<file path="config.mk">
export PLATFORM = sky130hd
export DESIGN_NAME = bpa_ctrl
export DESIGN_NICKNAME = d
export VERILOG_FILES = /design/src/rtl/core/bpa_pkg.sv /design/src/rtl/core/bpa_ctrl.sv
export SDC_FILE = /design/constraint.sdc
export NUM_CORES = 1
export LEC_CHECK = 0
export BUFFER_PORTS_ARGS = -buffer_cell sky130_fd_sc_hd__buf_4
export CORE_AREA = 2 2 39 41
export CTS_CLUSTER_DIAMETER = 100
export DETAILED_ROUTE_END_ITERATION = 12
export DIE_AREA = 0 0 41 43
export GPL_ROUTABILITY_DRIVEN = 0
export PLACE_DENSITY = 0.76
export SLEW_MARGIN = 15
export SYNTH_ARGS = -nofsm -noshare
export SYNTH_HDL_FRONTEND = slang
export SYNTH_SLANG_ARGS = --single-unit
</file>
<file path="constraint.sdc">
create_clock -name clk -period 2.08 [get_ports clk]
set_clock_uncertainty 0.15 [all_clocks]
set_input_delay 0.52 -clock clk [delete_from_list [all_inputs] [get_ports clk]]
set_output_delay 0.52 -clock clk [all_outputs]
set_load 0.01 [all_outputs]
</file>
<file path="src/rtl/core/bpa_pkg.sv">
`default_nettype none

package bpa_pkg;

	localparam int PAGE_W  = 20;
	localparam int ORDER_W = 4;
	localparam int LEVEL_W = 5;
	localparam int VAL_W   = 5;
	localparam int STAT_W  = 2;
	localparam int REQ_W   = 2;

	// request codes
	localparam logic [REQ_W-1:0] REQ_ALLOC = 2'd0;
	localparam logic [REQ_W-1:0] REQ_FREE  = 2'd1;
	localparam logic [REQ_W-1:0] REQ_SIZE  = 2'd2;
	localparam logic [REQ_W-1:0] REQ_START = 2'd3;

	// result status codes
	localparam logic [STAT_W-1:0] ST_OK       = 2'd0;
	localparam logic [STAT_W-1:0] ST_NO_SPACE = 2'd1;
	localparam logic [STAT_W-1:0] ST_BAD_ADDR = 2'd2;

	// node marker for an allocated node (-1 in five bits)
	localparam logic [VAL_W-1:0] NODE_TAKEN = 5'd31;

	typedef struct packed {
		logic [REQ_W-1:0]   req_type;
		logic [ORDER_W-1:0] alloc_order;
		logic [PAGE_W-1:0]  page_number;
	} req_t;

	typedef struct packed {
		logic [STAT_W-1:0]  status;
		logic [PAGE_W-1:0]  block_page;
		logic [LEVEL_W-1:0] block_order;
	} rsp_t;

	typedef enum logic [3:0] {
		OP_NONE,
		OP_CLEAR,
		OP_ACCEPT,
		OP_BEGIN_ALLOC,
		OP_BEGIN_WALK,
		OP_ERR_SPACE,
		OP_ERR_ADDR,
		OP_MARK_ROOT,
		OP_READ_LEFT,
		OP_READ_RIGHT,
		OP_PICK,
		OP_WALK_UP,
		OP_FOUND,
		OP_CLIMB,
		OP_LOAD_OUT
	} dp_op_t;

	typedef struct packed {
		dp_op_t op;
	} dp_cmd_t;

	typedef struct packed {
		logic is_alloc;
		logic is_free;
		logic in_range;
		logic root_fits;
		logic at_order;
		logic next_at_order;
		logic node_root;
		logic parent_root;
		logic rd_taken;
		logic clear_last;
	} dp_stat_t;

	// ordering key: taken (-1) maps below every free order
	function automatic logic [VAL_W-1:0] node_key(input logic [VAL_W-1:0] v);
		return v + VAL_W'(1);
	endfunction

endpackage

`default_nettype wire

</file>
<file path="src/rtl/core/bpa_ctrl.sv">
`default_nettype none

module bpa_ctrl (
	input  wire logic              clk,
	input  wire logic              arst_n,
	input  wire logic              in_valid,
	output logic                   in_stall,
	output logic                   out_valid,
	input  wire logic              out_stall,
	input  wire bpa_pkg::dp_stat_t st,
	output bpa_pkg::dp_cmd_t       cmd
);

	typedef enum logic [3:0] {
		S_CLEAR,
		S_IDLE,
		S_START,
		S_ROOT,
		S_RDR,
		S_PICK,
		S_WALK,
		S_UP,
		S_FIN
	} state_t;

	state_t state_q, state_d;
	logic   out_valid_q;
	logic   load;

	always_comb begin
		state_d = state_q;
		cmd.op  = bpa_pkg::OP_NONE;
		unique case (state_q)
			S_CLEAR: begin
				cmd.op = bpa_pkg::OP_CLEAR;
				if (st.clear_last) begin
					state_d = S_IDLE;
				end
			end
			S_IDLE: begin
				if (in_valid) begin
					cmd.op  = bpa_pkg::OP_ACCEPT;
					state_d = S_START;
				end
			end
			S_START: begin
				if (st.is_alloc) begin
					cmd.op  = bpa_pkg::OP_BEGIN_ALLOC;
					state_d = S_ROOT;
				end else if (st.in_range) begin
					cmd.op  = bpa_pkg::OP_BEGIN_WALK;
					state_d = S_WALK;
				end else begin
					cmd.op  = bpa_pkg::OP_ERR_ADDR;
					state_d = S_FIN;
				end
			end
			S_ROOT: begin
				priority if (!st.root_fits) begin
					cmd.op  = bpa_pkg::OP_ERR_SPACE;
					state_d = S_FIN;
				end else if (st.at_order) begin
					cmd.op  = bpa_pkg::OP_MARK_ROOT;
					state_d = S_FIN;
				end else begin
					cmd.op  = bpa_pkg::OP_READ_LEFT;
					state_d = S_RDR;
				end
			end
			S_RDR: begin
				cmd.op  = bpa_pkg::OP_READ_RIGHT;
				state_d = S_PICK;
			end
			S_PICK: begin
				cmd.op  = bpa_pkg::OP_PICK;
				state_d = st.next_at_order ? S_UP : S_RDR;
			end
			S_WALK: begin
				priority if (st.rd_taken) begin
					cmd.op  = bpa_pkg::OP_FOUND;
					state_d = (st.is_free && !st.node_root) ? S_UP : S_FIN;
				end else if (st.node_root) begin
					cmd.op  = bpa_pkg::OP_ERR_ADDR;
					state_d = S_FIN;
				end else begin
					cmd.op = bpa_pkg::OP_WALK_UP;
				end
			end
			S_UP: begin
				cmd.op = bpa_pkg::OP_CLIMB;
				if (st.parent_root) begin
					state_d = S_FIN;
				end
			end
			S_FIN: begin
				if (!out_valid_q || !out_stall) begin
					cmd.op  = bpa_pkg::OP_LOAD_OUT;
					state_d = S_IDLE;
				end
			end
			default: begin
				state_d = S_IDLE;
			end
		endcase
	end

	assign load = cmd.op == bpa_pkg::OP_LOAD_OUT;

	always_ff @(posedge clk or negedge arst_n) begin
		if (!arst_n) begin
			state_q     <= S_CLEAR;
			out_valid_q <= 1'b0;
		end else begin
			state_q <= state_d;
			if (load) begin
				out_valid_q <= 1'b1;
			end else if (!out_stall) begin
				out_valid_q <= 1'b0;
			end
		end
	end

	assign in_stall  = state_q != S_IDLE;
	assign out_valid = out_valid_q;

endmodule

`default_nettype wire

</file>
==> key figures, run 1 <==
Outcome
  – Status: complete, but fails checks
  – Violated checks: setup timing

STA
  – Minimum clock period: 2.15 ns
  – Peak Freq: 0.465 GHz
  – Sum Neg Setup Slack: -0.223 ns
  – Hold Slack: 0.340 ns
  – Worst Tran Pin Value: 0.371 ns
  – Max Slew Vio Count: 0
  – Period utilisation layout: 1.03
  – Max-slew headroom: 0.752
  – RSZ-0062 raised after global routing: yes
  – # setup viols final: 4
  – Setup slack after layout: -0.0723 ns
  – Final hold violation count: 0

Logic synthesis
  – Main combinational cell family by area after synthesis: simple AND/OR/NAND/NOR gates
  – Most common cell in the netlist: nand2_1
  – Top cells by count, synth: nand2_1, nand3_1, nor2_1, dfrtp_1, inv_1
  – Seq/Total Area, Yosys: 0.224
  – Post-synthesis cell type count: 36
  – Area leader, netlist: dfrtp_1
  – Yosys reg bits: 5
  – Yosys top cell area share: 0.224
  – Syn Area/Cell: 7.54 um2
  – Simple-Gate Fraction of Synth Area: 0.422
  – Xor/xnor share of the synthesized area: 0
  – Mux share of post-synthesis cell area: 0.0202
  – Most used flip-flop cell after synthesis: dfrtp_1
  – Synth Cell Area: 558 um2
  – Async SR Flop Fraction: 1.00
  – Synthesis warning total: 0
  – Compound-Gate Fraction of Synth Area: 0.244
  – EDFF count, synth: 0
  – Post-Synthesis Cells: 74
  – Top cells by area, synth: dfrtp_1, nand2_1, nand3_1
  – Synth Net Count: 88
  – Synth Area in Adders: 0

Pwr
  – Sw Share: 0.437
  – Sequential cell fraction of total power: 0.199
  – Leakage: 0.423 nW
  – Combinational share of power: 0.697
  – Total chip power: 0.00116 W
  – NetSw: 0.000507 W
  – PD cells: 1260 mW/mm2
  – Clock share of power: 0.104
  – Internal power: 0.000652 W
  – Max VDD drop: 0.716 mV

Floorplan
  – Starting Density: 0.403
  – Die Span Y: 43 um
  – DIE WIDTH: 41 um
  – Die ar.: 0.00176 mm2
  – Core Footprint: 0.00138 mm2
  – Row cnt: 14
  – I/O pins: 20

Layout
  – Layout cell share with drive strength beyond 1: 0.547
  – Layout Utilization: 0.665
  – Layout overhead on the synthesized area: 65.0%
  – Nets: 121
  – # fillers: 105
  – Diodes inserted: 0

Route
  – Wire per inst: 15.0 um
  – DR DRC count: 0
  – DRT iter0 DRCs: 29
  – Drt pass-1 iters: 4
  – Final WL: 1830 um
  – Vias: 696
  – Via density per instance: 5.70
  – Post-route ant nets: 0

Setup path
  – Critical path class: register to output port
  – CP Capture Type: output port
  – Crit path launch type: register
  – R2R Setup Slk: 0.09 ns
  – Crit path arrival time: 1.48 ns
  – Crit-path max FO: 7
  – Critical Path RT: 1.41 ns

GRT
  – Aggregate global routing overflow: 0
  – Pin count of the biggest net entering global routing: 9
  – First-pass GRT wire length: 2840 um
  – GRT Util Overall: 0.237
  – Vias in the first global route: 614
  – Initial antenna violation count: 0

Job
  – Max cap viols: 0

CTS
  – CTS clock-pin slew for the worst setup and hold paths: 0.05 ns
  – H-tree levels: 1
  – CTS root buf: clkbuf_4
  – Num CTS Buffers: 3
  – Clock tree sinks: 5
  – CTS tree: done
  – Clock Latency Late Sink: 0.26 ns
  – Max Root-Sink Buffers: 2

Hold path
  – Hold Crit Class: input port to register

Placed design
  – HPWL after DPL: 1220 um
  – Port Buf Inserts: 19
## registers in the layout, summed over array words and instances (netlist names)
signal and count:
state_q 4, out_valid 1
## placed cells by master (no fill, tap or decap), drive strengths merged, types with 2 or more instances in the layout
cell	count
nor2b	4
buf	31
inv	5
nand2b	2
nor4b	2
dfrtp	5
nand2	9
clkbuf	4
nand3	7
nor2	6
o21ai	5
nor3	2
a211oi	2
o31ai	2
a21oi	4
## critical path, stage by stage, from the launching register on
cell,delay (ns)
dfrtp_2,0.48
nor3b_4,0.23
nor3_2,0.09
a221o_2,0.31
buf_6,0.12
## final timing paths
kind,from,end,cells past startpoint
max,state_q[2],cmd[0],4
min,out_stall,out_valid,2
max reg2reg,state_q[2],state_q[0],5
min reg2reg,out_valid,out_valid,1
max in group asynchronous,arst_n,state_q[1],2
min in group asynchronous,arst_n,state_q[3],2
## power groups by stage
| stage | registers [W] | clock network, W | logic [W] |
|---|---|---|---|
| final | 0.000231 | 0.000120 | 0.000807 |
| after global routing | 0.000236 | 0.000132 | 0.000865 |
| after CTS | 0.000205 | 0.000124 | 0.000754 |
| after detailed placement | 0.000212 | 0 | 0.000636 |
| after global placement | 0.000212 | 0 | 0.000627 |
| after floorplan | 0.000168 | 0 | 0.000429 |
## cells by family (layout without fill, tap and decap cells)
group                  after synthesis  after routing
DFF                                  5              5
AOI/OAI and AO/OA                   20             20
muxes                                1              1
and+or+nand+nor                     39             39
buffers and inverters                9             41
## metrics by stage
stage / instances / instance area (um2) / setup slack (ns)
final: 122 / 921 / -0.0723
after floorplan: 74 / 558 / 0.252
after global routing: 122 / 921 / -0.121
after global placement: 114 / 757 / 0.0734
after CTS: 122 / 868 / -0.0472
after detailed placement: 114 / 757 / -0.0152
## per-layer routing
layer,global-route usage,wire length (um),vias up
met5,0,0,-
met1,0.304,690,327
met2,0.375,1000,32
met4,0.0867,10,0
met3,0.0471,122,2
li1,-,-,335
## repair_timing
item	CTS	global route
hold buffers	1	0
hold endpoints to repair	5	0
resized for setup	18	13
setup buffers	3	0
endpoints found under the setup margin	4	5
pin swaps	4	3
## final cells by class
class                           count  area, um2  area share
Sequential cell                     5        129       0.140
Tap cell                           16       20.0      0.0217
Timing Repair Buffer               32        262       0.284
Multi-Input combinational cell     60        465       0.505
Clock buffer                        4       26.3      0.0285
Inverter                            5       18.8      0.0204
(Power assumes the default switching activity.)
==> run 2, diff against run 1 <==
--- a/config.mk
+++ b/config.mk
@@ -5,13 +5,14 @@
 export SDC_FILE = /design/constraint.sdc
 export NUM_CORES = 1
 export LEC_CHECK = 0
+export ABC_AREA = 1
 export BUFFER_PORTS_ARGS = -buffer_cell sky130_fd_sc_hd__buf_4
 export CORE_AREA = 2 2 39 41
 export CTS_CLUSTER_DIAMETER = 100
 export DETAILED_ROUTE_END_ITERATION = 12
 export DIE_AREA = 0 0 41 43
 export GPL_ROUTABILITY_DRIVEN = 0
-export PLACE_DENSITY = 0.76
+export PLACE_DENSITY = 0.78
 export SLEW_MARGIN = 15
 export SYNTH_ARGS = -nofsm -noshare
 export SYNTH_HDL_FRONTEND = slang
==> run 2 against run 1 <==
Compared with the run above: the run still ends with setup timing left; clock-buffer cell count unchanged; via count increased by 6.6%; critical path depth increased by 3; power increased by 1.2%; worst hold slack improved by 0.053 ns; final cell count increased by 18%; largest power group unchanged.
==> key figures, run 2 <==
Layout
  – Final Cell Area: 892 um2
  – Max reg flops: 4
  – Nets: 143
  – Layout cell share with drive strength beyond 1: 0.477
  – Diodes inserted: 0
  – Most flops, register: state_q
  – Layout overhead on the synthesized area: 54.0%
  – Most frequent cells in the layout: nand2_1, buf_4, inv_1, nand3_1, nor2_1
  – Layout Utilization: 0.645
  – Most common cell after layout, fill and taps aside: nand2_1

CTS
  – Num CTS Buffers: 3
  – Clock tree sinks: 5
  – Max Root-Sink Buffers: 2
  – H-tree levels: 1
  – CTS root buf: clkbuf_4
  – CTS tree: done
  – CTS clock-pin slew for the worst setup and hold paths: 0.04 ns
  – Clock Latency Late Sink: 0.24 ns

Placed design
  – Port Buf Inserts: 19
  – HPWL after DPL: 1190 um
  – Setup WS pre-CTS: 0.135 ns
  – DP Area: 757 um2

Route
  – Drt pass-1 iters: 5
  – Wire per inst: 11.1 um
  – Post-route ant nets: 0
  – DR DRC count: 0
  – Vias: 742
  – Final WL: 1590 um
  – DRT iter0 DRCs: 19
  – Via density per instance: 5.15

Setup path
  – Critical path class: register to output port
  – Crit path arrival time: 1.42 ns
  – Crit path launch type: register
  – CP Capture Type: output port
  – Crit-path max FO: 7
  – R2R Setup Slk: 0.60 ns
  – R2R cell count: 8
  – FF-to-FF Start: state_q[2]
  – Critical Path RT: 1.41 ns
  – Worst reg2reg path endpoint: state_q[3]

Logic synthesis
  – Post-synthesis cell type count: 16
  – Post-Synthesis Cells: 98
  – Synthesis warning total: 0
  – Seq/Total Area, Yosys: 0.216
  – Yosys top cell area share: 0.216
  – Most common cell in the netlist: nand2_1
  – Area leader, netlist: dfrtp_1
  – Syn Area/Cell: 5.91 um2
  – Async SR Flop Fraction: 1.00
  – Synth Net Count: 112
  – Synth Cell Area: 579 um2
  – Most used flip-flop cell after synthesis: dfrtp_1
  – EDFF count, synth: 0
  – Yosys reg bits: 5
  – Top cells by area, synth: dfrtp_1, nand2_1, nand3_1
  – Top cells by count, synth: nand2_1, inv_1, nand3_1, nor2_1, dfrtp_1

Floorplan
  – Die ar.: 0.00176 mm2
  – I/O pins: 20
  – Row cnt: 14
  – Core Footprint: 0.00138 mm2
  – DIE WIDTH: 41 um
  – Die Span Y: 43 um
  – Starting Density: 0.419

GRT
  – Vias in the first global route: 640
  – Initial antenna violation count: 0
  – Pin count of the biggest net entering global routing: 8
  – Aggregate global routing overflow: 0
  – First-pass GRT wire length: 2300 um
  – GRT Util Overall: 0.187

STA
  – Minimum clock period: 2.09 ns
  – # setup viols final: 2
  – Sum Neg Setup Slack: -0.0172 ns
  – RSZ-0062 raised after global routing: yes
  – Max-slew headroom: 0.790
  – Setup slack after layout: -0.0121 ns
  – Peak Freq: 0.478 GHz
  – Max Slew Vio Count: 0
  – Final hold violation count: 0
  – Period utilisation layout: 1.01
  – Worst Tran Pin Value: 0.314 ns

Hold path
  – Hold worst-path end: out_valid
  – Worst min-delay path startpoint: out_valid
  – Hold Crit Class: register to register
  – Worst hold path cell count: 2

Outcome
  – Violated checks: setup timing
  – Status: complete, but fails checks

Job
  – Max cap viols: 0

Pwr
  – Max VDD drop: 0.664 mV
  – Leakage: 0.497 nW
  – PD cells: 1310 mW/mm2
## run 2: cell types whose count changed after synthesis, sizes merged, moves of 3 or more
cell | before | now
nand3b | 0 | 3
nand2 | 9 | 33
nand4 | 0 | 3
nor2 | 6 | 16
a21oi | 4 | 0
buf | 4 | 0
nand3 | 7 | 15
inv | 5 | 17
nor2b | 4 | 0
## run 2: per-stage QoR
stage	hold WS, ns	instances	total power (W)
2_1_floorplan	0.0744	98	0.000638
3_3_place_gp	0.173	135	0.000901
3_5_place_dp	0.176	135	0.000906
4_1_cts	0.372	140	0.00104
5_1_grt	0.413	144	0.00126
6_report	0.394	144	0.00117
## run 2: routing by layer
metal / wire [um] / part of all wire / vias to the layer above / global-route usage
li1: - / - / 368 / -
met1: 653 / 0.41 / 345 / 0.229
met2: 815 / 0.51 / 29 / 0.300
met3: 126 / 0.079 / 0 / 0.0157
met4: 0 / 0 / 0 / 0.107
met5: 0 / 0 / - / 0
## run 2: report_power, final
| group | total (W) | internal, W | switching (W) |
|---|---|---|---|
| combinational | 0.000849 | 0.000382 | 0.000467 |
| clock | 0.000109 | 0.0000723 | 0.0000368 |
| sequential | 0.000214 | 0.000146 | 0.0000682 |
## run 2: timing repair
action	CTS	global route
pin swaps	0	8
gates resized for setup	5	20
endpoints found under the hold margin	5	0
hold buffers	1	0
endpoints found under the setup margin	3	4
buffers inserted	0	4
## run 2: worst max path at each step
stage / startpoint / to / depth (start not counted)
global placement: st[1] / cmd[0] / 6
finish: state_q[2] / cmd[1] / 7
detailed placement: st[1] / cmd[0] / 6
CTS: state_q[1] / cmd[0] / 6
global route: state_q[2] / cmd[1] / 7
floorplan: state_q[3] / cmd[1] / 5
## run 2: final cells by class
| type | count | area [um2] |
|---|---|---|
| clock buffers | 4 | 26.3 |
| flip-flops and latches | 5 | 130 |
| repair buffers | 26 | 201 |
| inverters | 18 | 70.1 |
| fillers | 131 | 492 |
| well taps | 16 | 20.0 |
| multi-input cells | 75 | 444 |
## run 2: cells by family (layout without fill, tap and decap cells)
family / count (synthesis) / in the layout / synth area share
and+or+nand+nor: 70 / 70 / 0.618
buffers and inverters: 18 / 48 / 0.117
AOI/OAI and AO/OA: 5 / 5 / 0.0497
DFF: 5 / 5 / 0.216
## run 2: critical path, cell delays in order, from the launching register on
cell and delay [ns]:
dfrtp_2 0.43, inv_4 0.06, nor2_4 0.23, nand2_2 0.11, o21ai_2 0.11, nor2_1 0.07, nand2_1 0.06, buf_4 0.11
